`src/design/clock_rate_skew_converter_defines.svh`:
```
// Assertion macros shared by the clock rate skew converter modules.
`ifndef CLOCK_RATE_SKEW_CONVERTER_DEFINES_SVH
`define CLOCK_RATE_SKEW_CONVERTER_DEFINES_SVH

// Same-cycle implication, sampled on clock and disabled while reset is high.
`define CRSC_ASSERT_IMP(label, ante, cons) \
   label: assert property (@(posedge clock) disable iff (reset) (ante) |-> (cons)) \
      else $error("crsc: same-cycle check failed");

// Next-cycle implication, sampled on clock and disabled while reset is high.
`define CRSC_ASSERT_NEXT(label, ante, cons) \
   label: assert property (@(posedge clock) disable iff (reset) (ante) |=> (cons)) \
      else $error("crsc: next-cycle check failed");

`endif

```
`src/design/crsc_pkg.sv`:
```
// Types and fixed constants shared by the clock rate skew converter files.
`default_nettype none

package crsc_pkg;

   // Sequencer states of the top level.
   typedef enum logic [2:0] {
      ST_IDLE,
      ST_SETUP,
      ST_MUL,
      ST_DIV_GO,
      ST_DIV,
      ST_FINISH
   } crsc_state_type;

   // Status returned by the iterative divider.
   typedef struct packed {
      logic busy;
      logic done;
   } crsc_div_status_type;

   // Operation codes of the func field.
   localparam logic FUNC_SYNC    = 1'b0;
   localparam logic FUNC_CONVERT = 1'b1;

   // The divider retires one quotient bit of a 128-bit dividend per cycle.
   localparam int unsigned DIV_STEPS = 128;
   localparam int unsigned DIV_CNT_W = $clog2(DIV_STEPS);

   // Four 32x32 partial products; the counter runs one past the last to drain.
   localparam logic [2:0] MUL_LAST = 3'd4;

endpackage

`default_nettype wire

```
`src/design/crsc_div.sv`:
```
// Restoring 128-by-64 unsigned divider, one quotient bit per cycle.
`default_nettype none

`include "clock_rate_skew_converter_defines.svh"

module crsc_div (
   input  wire logic                          clock,
   input  wire logic                          reset,
   input  wire logic                          start,
   input  wire logic [127:0]                  dividend,
   input  wire logic [63:0]                   divisor,
   output crsc_pkg::crsc_div_status_type      status,
   output logic [127:0]                       quotient
);

   logic [127:0]                    work_ff, work_in;
   logic [63:0]                     rem_ff, rem_in;
   logic [63:0]                     divisor_ff, divisor_in;
   logic [crsc_pkg::DIV_CNT_W-1:0]  cnt_ff, cnt_in;
   logic                            busy_ff, busy_in;

   logic [64:0] partial;
   logic [65:0] diff;
   logic        fits;

   // The dividend shifts out at the top while quotient bits enter at the bottom.
   assign partial = {rem_ff, work_ff[127]};
   assign diff    = {1'b0, partial} - {2'b00, divisor_ff};
   assign fits    = ~diff[65];

   always_comb begin
      work_in    = work_ff;
      rem_in     = rem_ff;
      divisor_in = divisor_ff;
      cnt_in     = cnt_ff;
      busy_in    = busy_ff;
      if (start) begin
         work_in    = dividend;
         rem_in     = 64'd0;
         divisor_in = divisor;
         cnt_in     = crsc_pkg::DIV_CNT_W'(crsc_pkg::DIV_STEPS - 1);
         busy_in    = 1'b1;
      end else if (busy_ff) begin
         work_in = {work_ff[126:0], fits};
         rem_in  = fits ? diff[63:0] : partial[63:0];
         cnt_in  = cnt_ff - 1'b1;
         if (cnt_ff == '0) begin
            busy_in = 1'b0;
         end
      end
   end

   always_ff @(posedge clock) begin
      if (reset) begin
         busy_ff <= 1'b0;
         cnt_ff  <= '0;
      end else begin
         busy_ff <= busy_in;
         cnt_ff  <= cnt_in;
      end
      work_ff    <= work_in;
      rem_ff     <= rem_in;
      divisor_ff <= divisor_in;
   end

   assign status.busy = busy_ff;
   assign status.done = busy_ff && (cnt_ff == '0);
   assign quotient    = work_ff;

   `CRSC_ASSERT_IMP(a_div_no_restart, start, !busy_ff)
   `CRSC_ASSERT_NEXT(a_div_start_busy, start, busy_ff && (rem_ff == 64'd0))
   `CRSC_ASSERT_IMP(a_div_rem_below, busy_ff, rem_ff < divisor_ff)

endmodule

`default_nettype wire

```
`config.mk`:
```
export PLATFORM = sky130hd
export DESIGN_NAME = crsc_div
export DESIGN_NICKNAME = d
export VERILOG_FILES = /design/src/design/crsc_pkg.sv /design/src/design/crsc_div.sv
export VERILOG_INCLUDE_DIRS = /design/src /design/src/design
export SDC_FILE = /design/constraint.sdc
export NUM_CORES = 1
export LEC_CHECK = 0
export ABC_AREA = 1
export BUFFER_PORTS_ARGS = -buffer_cell sky130_fd_sc_hd__buf_2
export CORE_MARGIN = 1.5
export CORE_UTILIZATION = 40
export CTS_CLUSTER_DIAMETER = 50
export DETAILED_ROUTE_END_ITERATION = 6
export GPL_ROUTABILITY_DRIVEN = 0
export GPL_TIMING_DRIVEN = 0
export HOLD_SLACK_MARGIN = 0.06
export PLACE_DENSITY_LB_ADDON = 0.15
export SYNTH_ARGS = -nofsm -noshare
export SYNTH_HDL_FRONTEND = slang
export SYNTH_SLANG_ARGS = --single-unit
```
`constraint.sdc`:
```
create_clock -name clock -period 8.2 [get_ports clock]
set_clock_uncertainty 0.05 [all_clocks]
set_input_delay 0.82 -clock clock [delete_from_list [all_inputs] [get_ports clock]]
set_output_delay 0.82 -clock clock [all_outputs]
set_load 0.03 [all_outputs]
```
Word-level counts from Yosys, hierarchy flattened
Cells that the tools add are included.
Storage, ports and cells
  flip-flop bits (word level): 264
  latch bits: 0
  RAM bits: 0
  bits in read-only memories: 0
  bits of input ports: 195
  output and inout bits: 130
  memories: 0
Cells by class
  add/subtract/negate cells: 2
  $mul: 0
  div/mod/pow operators: 0
  order comparisons: 0
  eq/ne operators: 0
  shifts and indexed selects: 0
  mux-type cells: 8
  bitwise operators: 1
  reduce and logical (&&, ||, !) cells: 3
Operators with widths (count)
  $mux 128: 2
  $sub 65x64->66: 1
  $mux 64: 1
  $mux 7: 2
  $logic_not 7->1: 1
  $sub 7x1->7 const B: 1
  $mux 1: 3
  $reduce_bool 2->1: 1
  $logic_and 1x1->1: 1
  $not 1->1: 1

Logic depth before layout (Yosys ltp)
Gate-level depths: netlist of the first run.
  depth after elaboration: 4
  depth in mapped cells: 19
  gate-level depth less buffers: 19

Worst setup path before layout of the first run
Ideal clock, no wire load.
  kind: in2reg
  from: input start
  to: register work_ff[0] (netlist: quotient[0]) (enable)
  data arrival time: 4.960 ns
  setup slack: 2.647 ns
  stages on the path: 4
  path through: clkbuf_1 -> nor2_1 -> inv_1 -> clkbuf_1
Between the ends
  longest elaborated chain between the ends: 1
Ends and longest elaborated chain
  from (decl): line crsc_div.sv:9  | input wire logic start,
  $reduce_bool 2->1 (no source line)
  to (signal assigned): line crsc_div.sv:61  | work_ff <= work_in;
  to (decl): line crsc_div.sv:16  | logic [127:0] work_ff, work_in;
Every way passes these cells.
A chain may end at the register's enable or synchronous reset.

Final worst setup path of the first run
  from: input start
  to: register work_ff[93] (netlist: quotient[93]) (enable)
The elaborated chain is that of the path after synthesis.

==> summary.md, run 1 <==
| Metric | Value |
|---|---|
| Clock slew at reported path FFs | 0.06 ns |
| Vias | 16500 |
| Die span in x | 210 um |
| P_leak | 11.5 nW |
| Arrival time worst endpoint | around 3.9 ns |
| Internal power | 2.69 mW |
| Worst skew pair latency | ~0.57 ns |
| RSZ-0062 raised after global routing | false |
| Ranking of synthesized cells by area | edfxtp_1 (33%), nand2_1 (24%), inv_1 (9.4%) |
| Outcome | finished, final reports clean |
| Critical path startpoint category | input pin |
| Max-cap check violation count | 0 |
| Total congestion overflow | 0 |
| DRC viols | 0 |
| Final Cycle Share | between 40% and 50% |
| Top Ports | 325 |
| Pin count of the biggest net entering global routing | 66 |
| Kind of critical path | input pin to register |
| DP HPWL | around 45 mm |
| Final WL | approximately 56 mm |
| Top cells by count, synth | nand2_1 (1108), inv_1 (431), edfxtp_1 (192) |
| Seq pwr share | a little over two fifths |
| Crit-path max FO | 65 |
| Fin. max-slew vios | 0 |
| Effective utilization at floorplan | just over 40% |
| Post-DRT Antenna Nets | 0 |
| Post-CTS setup buffer count | 0 |
| Setup crit end kind | register |
| Leading area contributor after synthesis | edfxtp_1 |
| Layout area overhead | 21.0% |
| CTS resizes | 0 |
| Top FF cell, synth | edfxtp_1 |
| TritonCTS clock tree | built |
| First-pass GRT wire length | 86.7 mm |
| Period minus WS final | 3.70 ns |
| Max Fclk | 0.270 GHz |
| Sw Ratio | 29.0% |
| Seq/Total Area, Yosys | 41.9% |
| Power per Cell Area | 182 mW/mm^2 |
| Worst-path cell chain | buf_4, clkbuf_1, nor2_1, inv_1, clkbuf_4, buf_16, buf_16 |
| I/O Buffers | 324 |
| CP bufs+invs | 6 |
| Min-delay src | divisor[54] |
| Vias in the first global route | around 16000 |
| Clock Sinks | 264 |
| Slowest-stage cell, CP | buf_4 |
| Net switching power | around 1.1 mW |
| Initial antenna violation count | 16 |
| Syn Area/Cell | 6.97 um^2 |
| Clock buffer depth | 3 |
| Non-Filler Instances | 3405 |
| Critical Path Max Stage Delay | 0.66 ns |
| Synth top area share | 33.5% |
| Vias per inst | 4.84 |
| Iter 0 DRT Violations | about 1000 |
| Max-slew headroom | approximately 41% |
| Post-Route Setup TNS | 0 ns |
| Core area | 0.0422 mm^2 |
| Rows | 75 |
| Util after Layout | 49.3% |
| Clk pwr share | between 40% and 50% |
| Worst Path Required | 8.38 ns |
| Crit path from | start |
| Register bit count reported by yosys | 264 |
| Power consumption | 3.79 mW |
| Clock H-tree levels | 2 |
| Post-synth EDFFs | 192 |
| TritonCTS buffer count | 38 |
| Total track usage | about a quarter |
| Final WS setup | 4.50 ns |
| Layout cells sized above 1 | 17.3% |
| Placed Cells incl. Taps | approximately 3300 |
| Fill count | 4392 |
| Worst min path class | input pin to register |
| CP dominant cell by count | buf_16 |
| Mapped Nets | 2731 |
| Avg WL per Cell | 16.4 um |
| Final hold violation count | 0 |
| Async SR Flop Fraction | 0% |
| Root Driver | clkbuf_16 |
| Post-place setup slack | 3.85 ns |
| Cell variety after synth | 41 |
| Combinational Power Share | 14.9% |
| Top cell family by delay on the critical path | buffers and inverters |
| Pre-antenna DRT Iters | 6 |
| Final Net Count | slightly above 3000 |
| Cts hold-fix bufs | 0 |
| Peak VDD IR | 0.164 mV |
| Most common cell in the synthesized netlist | nand2_1 |
| Gate Count Post-Synth | 2469 |
| Worst Max-Slew Pin Slew | approximately 0.89 ns |
| DP Area | 0.0196 mm^2 |
| RR Startpoint | busy_ff |
| Fin area | 0.0208 mm^2 |
| Vert. Die Dim | 210 um |
| Mapped cell area | approximately 0.017 mm^2 |
| Hold WS | 0.374 ns |
| Final setup vio count | 0 |
| Die ar. | about 0.044 mm^2 |
| Synthesis Warnings | 0 |
## registers in the layout, indices dropped and copies added, names as in the netlist
| signal | cells |
|---|---|
| quotient | 128 |
| divisor_ff | 64 |
| cnt_ff | 7 |
| rem_ff | 64 |
| busy_ff | 1 |
## power groups by stage
stage	Sequential (mW)	Clock, mW	Combinational, mW
floorplan	1.76	0	0.219
global placement	1.63	0	0.558
detailed placement	1.63	0	0.567
CTS	1.60	1.67	0.568
global route	1.61	1.71	0.618
finish	1.60	1.63	0.565
## cells in the final DEF, fill, tap and decap left out, types with 12 or more instances in the layout
master,synthesis,layout
dfxtp_1,72,72
nand2_2,12,12
o21ai_1,15,15
a21oi_1,58,58
inv_1,431,431
clkbuf_16,0,38
clkbuf_1,35,38
nor2_1,108,108
inv_2,15,15
xnor2_1,30,30
nand3b_2,14,14
nand2_1,1108,1108
buf_2,11,334
nand3_1,144,144
nand3b_1,21,21
nand3_2,18,18
edfxtp_1,192,192
o21ai_0,32,32
ha_1,66,66
nand4_1,14,14
## worst register-to-register path, cell delays in order, from the launching register on
cell and delay [ns]:
dfxtp_1 0.36, nor2_1 0.70, inv_1 0.33, clkbuf_4 0.51
buf_16 0.37, buf_16 0.29
## layout make-up
class | count | area [um^2] | area share (%)
clock inverter | 24 | 263 | 1.26
timing repair buffer | 326 | 1680 | 8.06
sequential | 264 | 7210 | 34.6
clock buffer | 43 | 980 | 4.70
antenna | 4 | 10.0 | 0.0481
buffer | 63 | 340 | 1.63
tap | 539 | 674 | 3.24
multi-input combinational | 1695 | 7990 | 38.4
inverter | 447 | 1680 | 8.06
## cells by family after synthesis
logic type | count (synthesis) | share of synthesized area, %
flops | 264 | 41.9
simple gates | 1480 | 36.3
xor+xnor | 31 | 1.58
buf+inv | 510 | 11.7
compound gates | 117 | 3.63
fa+ha+maj | 67 | 4.91
## final timing paths
| check | end | slack [ns] | depth (start not counted) |
|---|---|---|---|
| max | quotient[93] | 4.50 | 7 |
| min | divisor_ff[54] | 0.37 | 1 |
| max reg2reg | quotient[93] | 5.29 | 5 |
| min reg2reg | rem_ff[40] | 0.42 | 2 |
## routing by layer
| layer | wire (um) | up-vias | global-route usage [%] |
|---|---|---|---|
| met4 | 2500 | 16 | 11.7 |
| met2 | 25500 | 543 | 41.6 |
| met5 | 96 | - | 0 |
| li1 | - | 8363 | - |
| met3 | 4330 | 129 | 5.94 |
| met1 | 23400 | 7422 | 31.1 |
Note: power is estimated with default switching activity, not from simulation.
==> run 2, diff against run 1 <==
--- a/config.mk
+++ b/config.mk
@@ -6,7 +6,7 @@
 export SDC_FILE = /design/constraint.sdc
 export NUM_CORES = 1
 export LEC_CHECK = 0
-export ABC_AREA = 1
+export ABC_AREA = 0
 export BUFFER_PORTS_ARGS = -buffer_cell sky130_fd_sc_hd__buf_2
 export CORE_MARGIN = 1.5
 export CORE_UTILIZATION = 40
==> constraint.sdc (replaced) <==
create_clock -name clock -period 3.9 [get_ports clock]
set_clock_uncertainty 0.05 [all_clocks]
set_input_delay 0.39 -clock clock [delete_from_list [all_inputs] [get_ports clock]]
set_output_delay 0.39 -clock clock [all_outputs]
set_load 0.03 [all_outputs]
==> run 2 against run 1 <==
Against the previous run: the flow now finishes with violations (design-rule violations); combinational power rose to 3.3 times the previous value; non-clock buffer count up 90; clock power up 110%; die area down 15%; via count down 25%; first-iteration DRC count down 40%; final cell count down 32%; worst setup slack worse by 4.3 ns; sequential share of layout area up 3.4 points; critical endpoint is now rem_ff[41]; largest power group is now registers.
==> summary.md, run 2 <==
| Metric | Value |
|---|---|
| Final setup vio count | 0 (unchanged) |
| Most frequent cells in the layout | buf_2 (328), edfxtp_1 (192), nand2_1 (151) (was nand2_1 (1108), inv_1 (431), buf_2 (334)) |
| Final Cycle Share | 95.9% |
| Avg WL per Cell | 18.9 um (was 16.4 um) |
| Total congestion overflow | 0 (unchanged) |
| Worst Max-Slew Pin Slew | 0.917 ns (was 0.891 ns) |
| Synthesis Warnings | 0 (unchanged) |
| Pin count of the biggest net entering global routing | 69 (was 66) |
| Outcome | finished with violations (was finished, final reports clean) |
| Peak VDD IR | 0.380 mV (was 0.164 mV) |
| Final WL | 43.9 mm (was 55.8 mm) |
| Commonest non-fill, non-tap cell in the layout | buf_2 (was nand2_1) |
| Power per Cell Area | 461 mW/mm^2 (was 182 mW/mm^2) |
| Sw Ratio | 29.7% (was 29.0%) |
| Crit path from | rem_ff[13] (was start) |
| Clock Sinks | 264 (unchanged) |
| Vias in the first global route | 12700 (was 16300) |
| Root Driver | clkbuf_16 (unchanged) |
| Combinational Power Share | 21.2% (was 14.9%) |
| Initial antenna violation count | 6 (was 16) |
| Register bit count reported by yosys | 264 (unchanged) |
| Effective utilization at floorplan | 40.9% (was 40.8%) |
| Async SR Flop Fraction | 0% (unchanged) |
| Top FF cell, synth | edfxtp_1 (unchanged) |
| TritonCTS buffer count | 37 (was 38) |
| Final hold violation count | 0 (unchanged) |
| Fin. max-slew vios | 0 (unchanged) |
| Pre-antenna DRT Iters | 7 (was 6) |
| Adder-Cell Fraction of Synth Area | 5.79% (was 4.91%) |
| Vias per inst | 5.29 (was 4.84) |
| Vert. Die Dim | 194 um (was 210 um) |
| Clock slew at reported path FFs | 0.06 ns (about the same) |
| DRC viols | 10 (was 0) |
| Mapped Nets | 1656 (was 2731) |
| DP HPWL | 32.6 mm (was 44.8 mm) |
| Max-cap check violation count | 0 (unchanged) |
| Kind of critical path | register to register (was input pin to register) |
| Max-slew headroom | 38.8% (was 40.6%) |
| Synth top area share | 39.5% (was 33.5%) |
| Iter 0 DRT Violations | 617 (was 1025) |
| Fin area | 0.0190 mm^2 (was 0.0208 mm^2) |
| Worst Path Required | 4.31 ns (was 8.38 ns) |
| Power consumption | 8.75 mW (was 3.79 mW) |
| Leading area contributor after synthesis | edfxtp_1 (unchanged) |
| Crit-path max FO | 10 (was 65) |
| Worst skew pair latency | 0.56 ns (was 0.57 ns) |
| Clk pwr share | 39.3% (was 42.9%) |
| RR Startpoint | rem_ff[13] (was busy_ff) |
| I/O Buffers | 323 (was 324) |
| First-pass GRT wire length | 68.7 mm (was 86.7 mm) |
| Ranking of synthesized cells by area | edfxtp_1 (39%), dfxtp_1 (9.9%), mux2_2 (9.9%) (was edfxtp_1 (33%), nand2_1 (24%), inv_1 (9.4%)) |
| Max Fclk | ~0.27 GHz |
| Layout cells sized above 1 | 29.5% (was 17.3%) |
| Max reg flops | 128 (unchanged) |
| Post-DRT Antenna Nets | 0 (unchanged) |
| Worst min path class | input pin to register (unchanged) |
| Hold depth | 2 (was 1) |
| P_leak | 7.96 nW (was 11.5 nW) |
| Layout area overhead | 29.7% (was 21.0%) |
| TritonCTS clock tree | built (unchanged) |
| Most common cell in the synthesized netlist | edfxtp_1 (was nand2_1) |
| Total track usage | 23.1% (was 25.2%) |
| Violated checks | design-rule violations |
| RSZ-0062 raised after global routing | false (unchanged) |
| Post-synthesis simple-gate area fraction | 12.2% (was 36.3%) |
| Setup crit end kind | register (unchanged) |
| Post-synth EDFFs | 192 (unchanged) |
| Final Net Count | 2097 (was 3097) |
| Post-Route Setup TNS | 0 ns (unchanged) |
| Largest family of logic cells by synthesized area | compound AO/OA/AOI/OAI gates (was simple AND/OR/NAND/NOR gates) |
| Die span in x | 194 um (was 210 um) |
| Period minus WS final | 3.74 ns |
| Top cells by count, synth | edfxtp_1 (192), nand2_1 (151), mux2_2 (128) (was nand2_1 (1108), inv_1 (431), edfxtp_1 (192)) |
| Gate Count Post-Synth | 1394 (was 2469) |
| Seq pwr share | 39.5% (was 42.2%) |
| Seq/Total Area, Yosys | 49.3% (was 41.9%) |
| Clock buffer depth | 3 (unchanged) |
| DP Area | 0.0169 mm^2 (was 0.0196 mm^2) |
| Area share of xor/xnor cells in the synthesized design | 3.42% (was 1.58%) |
| Rows | 69 (was 75) |
| Complex-gate fraction of the synthesized area | 15.1% (was 3.63%) |
| Syn Area/Cell | 10.5 um^2 (was 6.97 um^2) |
| Min-delay src | dividend[67] (was divisor[54]) |
| Vias | 12300 (was 16500) |
| Mapped cell area | 0.0146 mm^2 (was 0.0172 mm^2) |
| Mux share of post-synthesis cell area | 10.1% (was 0%) |
| Net switching power | 2.60 mW (was 1.10 mW) |
| Top Ports | 325 (unchanged) |
| Reg-to-Reg End | rem_ff[41] (was quotient[93]) |
| Worst Hold Path EP | quotient[67] (was divisor_ff[54]) |
| Die ar. | 0.0377 mm^2 (was 0.0443 mm^2) |
| Arrival time worst endpoint | 4.15 ns (was 3.88 ns) |
| Clock H-tree levels | 2 (unchanged) |
| Reg2reg setup slack | 0.16 ns (was 5.29 ns) |
| Worst Reg-to-Reg Cells | 15 (was 5) |
| Core area | 0.0357 mm^2 (was 0.0422 mm^2) |
| Cell variety after synth | 65 (was 41) |
| Internal power | 6.15 mW (was 2.69 mW) |
| Critical path startpoint category | register (was input pin) |
## run 2: changes by cell type after synthesis, moves of 18 or more
cell / delta
nand3_2: -18
a311oi_1: +45
xor2_1: +21
inv_1: -351
a21o_1: +32
nor2_1: +19
a21oi_1: +30
nor2b_1: +19
clkbuf_1: +29
mux2_2: +128
nand3_1: -129
nand2_1: -957
nand3b_1: -19
## run 2: metrics by stage
step / util [%] / cells / hold slack, ns / setup WS (ns)
2_1_floorplan: - / 1394 / 0.407 / 0.456
3_3_place_gp: 47.0 / 2178 / 0.432 / -1.37
3_5_place_dp: 47.2 / 2180 / 0.438 / -0.223
4_1_cts: 52.8 / 2320 / 0.0605 / 0.00507
5_1_grt: 53.0 / 2325 / 0.0671 / 0.0125
6_report: 53.0 / 2326 / 0.0931 / 0.158
## run 2: per-layer routing
metal / GRT usage (%) / wire (um) / up-vias
met5: 0 / 48 / -
met4: 8.83 / 1300 / 10
met3: 5.53 / 2810 / 87
met2: 39.1 / 21100 / 376
met1: 28.4 / 18700 / 5816
li1: - / - / 6021
## run 2: worst max-delay path, stage by stage (launching register included)
cell       delay [ns]
dfxtp_1          0.42
ha_1             0.26
clkbuf_1         0.18
a21o_1           0.21
a21o_1           0.18
a21oi_1          0.24
o21ai_1          0.16
a221o_1          0.39
nor2_4           0.15
o2111ai_1        0.17
clkbuf_4         0.24
nand2_1          0.12
clkbuf_4         0.25
buf_2            0.28
nand2_1          0.08
a311oi_1         0.25
## run 2: worst max-delay path by stage
stage / endpoint / slack (ns) / cells after the start
after floorplan: rem_ff[60] / 0.46 / 14
after global placement: rem_ff[59] / -1.37 / 4
after detailed placement: rem_ff[15] / -0.22 / 15
after CTS: rem_ff[54] / 0.005 / 14
after global routing: rem_ff[60] / 0.01 / 15
final: rem_ff[41] / 0.16 / 15
## run 2: final cells by class
cell class / count / area, um^2
diodes: 2 / 5.00
plain buffers: 77 / 324
clock buffers: 46 / 980
clock inverters: 21 / 268
fillers: 3355 / 16800
inverters: 80 / 300
multi-input cells: 973 / 6860
flip-flops and latches: 264 / 7210
well taps: 461 / 577
repair buffers: 402 / 2430
## run 2: power groups by stage
stage               logic (mW)  registers (mW)  clock network [mW]
CTS                       1.84            3.45                3.54
global placement          1.74            3.50                   0
detailed placement        1.77            3.50                   0
finish                    1.86            3.45                3.44
floorplan                0.945            3.76                   0
global route              2.02            3.49                3.64
## run 2: what timing repair did
item / CTS / global route
hold endpoints to repair: 73 / 0
hold buffers: 73 / 0
pin swaps: 0 / 2
gates resized for setup: 7 / 24
setup endpoints to repair: 57 / 57
setup buffers: 0 / 4
## run 2: logic make-up after synthesis
| family | after synthesis |
|---|---|
| simple gates | 395 |
| mux | 131 |
| fa+ha+maj | 67 |
| flops | 264 |
| xor+xnor | 57 |
| buf+inv | 157 |
| compound gates | 323 |
==> run 3, diff against run 2 <==
--- a/config.mk
+++ b/config.mk
@@ -6,7 +6,7 @@
 export SDC_FILE = /design/constraint.sdc
 export NUM_CORES = 1
 export LEC_CHECK = 0
-export ABC_AREA = 0
+export ABC_AREA = 1
 export BUFFER_PORTS_ARGS = -buffer_cell sky130_fd_sc_hd__buf_2
 export CORE_MARGIN = 1.5
 export CORE_UTILIZATION = 40
==> run 3 against run 2 <==
Against the previous run: the flow now finishes without violations; hold slack worse by 0.012 ns; wire length increased by 34%; sequential share of layout area down 6.0 points; critical path depth decreased by 9; non-clock buffer count is 79 higher; via count is 41% higher; combinational power decreased by 27%; core utilization is 0.18 points higher; first-iteration DRC count rose by 130%; critical path type is now input pin to register; highest routed layer is now met4.
==> summary.md, run 3 (synthesized netlist as in run 1, its figures left out) <==
| Metric | Value |
|---|---|
| Outcome | finished, final reports clean (was finished with violations) |
| CTS resizes | 0 (was 7) |
| Post-Route Setup TNS | 0 ns (unchanged) |
| Cts hold-fix bufs | 170 (was 73) |
| Max-slew headroom | 32.9% (was 38.8%) |
| Pre-antenna DRT Iters | 6 (was 7) |
| Arrival time worst endpoint | 3.16 ns (was 4.15 ns) |
| Post-DRT Antenna Nets | 0 (unchanged) |
| Initial antenna violation count | 1 (was 6) |
| Avg WL per Cell | 16.4 um (was 18.9 um) |
| Worst min path class | input pin to register (unchanged) |
| First-pass GRT wire length | 92.1 mm (was 68.7 mm) |
| Total track usage | 26.6% (was 23.1%) |
| Vias per inst | 4.86 (was 5.29) |
| Layout cells sized above 1 | 16.3% (was 29.5%) |
| Clock buffer depth | 3 (unchanged) |
| Commonest non-fill, non-tap cell in the layout | nand2_1 (was buf_2) |
| Post-CTS setup buffer count | 0 (unchanged) |
| Effective utilization at floorplan | 40.8% (was 40.9%) |
| RSZ-0062 raised after global routing | false (unchanged) |
| Rows | 75 (was 69) |
| Layout area overhead | 30.5% (was 29.7%) |
| I/O Buffers | 324 (was 323) |
| DRC viols | 0 (was 10) |
| Kind of critical path | input pin to register (was register to register) |
| Die ar. | 0.0443 mm^2 (was 0.0377 mm^2) |
| Post-place setup slack | 0.327 ns (was -0.223 ns) |
| Total congestion overflow | 0 (unchanged) |
| Clock slew at reported path FFs | 0.05 ns (was 0.06 ns) |
| Peak VDD IR | 0.321 mV (was 0.380 mV) |
| Final Cycle Share | 77.5% (was 95.9%) |
| Die span in x | 210 um (was 194 um) |
| Iter 0 DRT Violations | 1422 (was 617) |
| Period minus WS final | 3.02 ns (was 3.74 ns) |
| Power per Cell Area | 360 mW/mm^2 (was 461 mW/mm^2) |
| Max Fclk | 0.331 GHz (was 0.267 GHz) |
| Max-cap check violation count | 0 (unchanged) |
| Critical path startpoint category | input pin (was register) |
| Top Ports | 325 (unchanged) |
| Placed Cells incl. Taps | 3333 (was 2180) |
| TritonCTS buffer count | 36 (was 37) |
| Vias | 17300 (was 12300) |
| Root Driver | clkbuf_16 (unchanged) |
| Vias in the first global route | 17100 (was 12700) |
| Max reg flops | 128 (unchanged) |
| Non-Filler Instances | 3570 (was 2326) |
| DP HPWL | 45.0 mm (was 32.6 mm) |
| Most frequent cells in the layout | nand2_1 (1108), inv_1 (431), buf_2 (334) (was buf_2 (328), edfxtp_1 (192), nand2_1 (151)) |
| Final hold violation count | 0 (unchanged) |
| Worst skew pair latency | 0.57 ns (was 0.56 ns) |
| Worst Path Required | 4.04 ns (was 4.31 ns) |
| Fin. max-slew vios | 0 (unchanged) |
| Crit-path max FO | 112 (was 10) |
| Final Net Count | 3264 (was 2097) |
| Pin count of the biggest net entering global routing | 113 (was 69) |
| Final WL | 58.7 mm (was 43.9 mm) |
| Core area | 0.0422 mm^2 (was 0.0357 mm^2) |
| Util after Layout | 53.2% (was 53.0%) |
| Clock Sinks | 264 (unchanged) |
| P_leak | 12.2 nW (was 7.96 nW) |
| Setup crit end kind | register (unchanged) |
| Worst Max-Slew Pin Slew | 1.00 ns (was 0.917 ns) |
| Final setup vio count | 0 (unchanged) |
| Hold WS | 0.0810 ns (was 0.0931 ns) |
| TritonCTS clock tree | built (unchanged) |
| Clock H-tree levels | 2 (unchanged) |
| Vert. Die Dim | 210 um (was 194 um) |
| Final WS setup | 0.879 ns (was 0.158 ns) |
[run 3: changes by cell type in the layout (fill, tap and decap cells not counted), sizes merged, moves of 32 or more]
cell,previous run,this run
inv,83,448
nand3,15,162
mux2,128,0
a311oi,45,0
a21o,32,0
nand2,151,1126
nand3b,2,35
dlygate4sd3,73,170
[run 3: metal layers]
layer | global-route usage, % | wire length [um] | vias to the layer above
met1 | 33.3 | 24500 | 7871
met3 | 5.54 | 4340 | 121
li1 | - | - | 8676
met4 | 9.95 | 2300 | 0
met5 | 0 | 0 | -
met2 | 45.1 | 27600 | 668
[run 3: path summary, 6_finish.rpt]
| path | from | endpoint | slack, ns | cells after the start |
|---|---|---|---|---|
| max | start | quotient[99] | 0.88 | 6 |
| min | dividend[17] | quotient[17] | 0.08 | 3 |
| max reg2reg | busy_ff | quotient[99] | 1.16 | 4 |
| min reg2reg | rem_ff[32] | rem_ff[32] | 0.42 | 2 |
[run 3: stage by stage]
| stage | area (um^2) | power, mW |
|---|---|---|
| 6_report | 22500 | 8.09 |
| 5_1_grt | 22500 | 8.41 |
| 4_1_cts | 22500 | 8.15 |
| 3_5_place_dp | 19600 | 4.61 |
| 3_3_place_gp | 19500 | 4.61 |
| 2_1_floorplan | 17200 | 4.15 |
[run 3: cell type report]
cell class	count	area (um^2)
Timing Repair Buffer	495	3350
Tap cell	539	674
Clock buffer	49	1000
Buffer	63	347
Multi-Input combinational cell	1695	7990
Antenna cell	1	2.50
Clock inverter	17	216
Inverter	447	1680
Fill cell	4149	19800
Sequential cell	264	7210
[run 3: critical path: stages]
cell and delay, ns:
buf_4 0.66, clkbuf_1 0.43, nor2_1 0.35, inv_1 0.31, clkbuf_8 0.36, buf_16 0.41
[run 3: power by group]
group	internal, mW	total [mW]	switching, mW
Clock	2.03	3.37	1.34
Sequential	3.27	3.37	0.104
Combinational	0.461	1.35	0.886
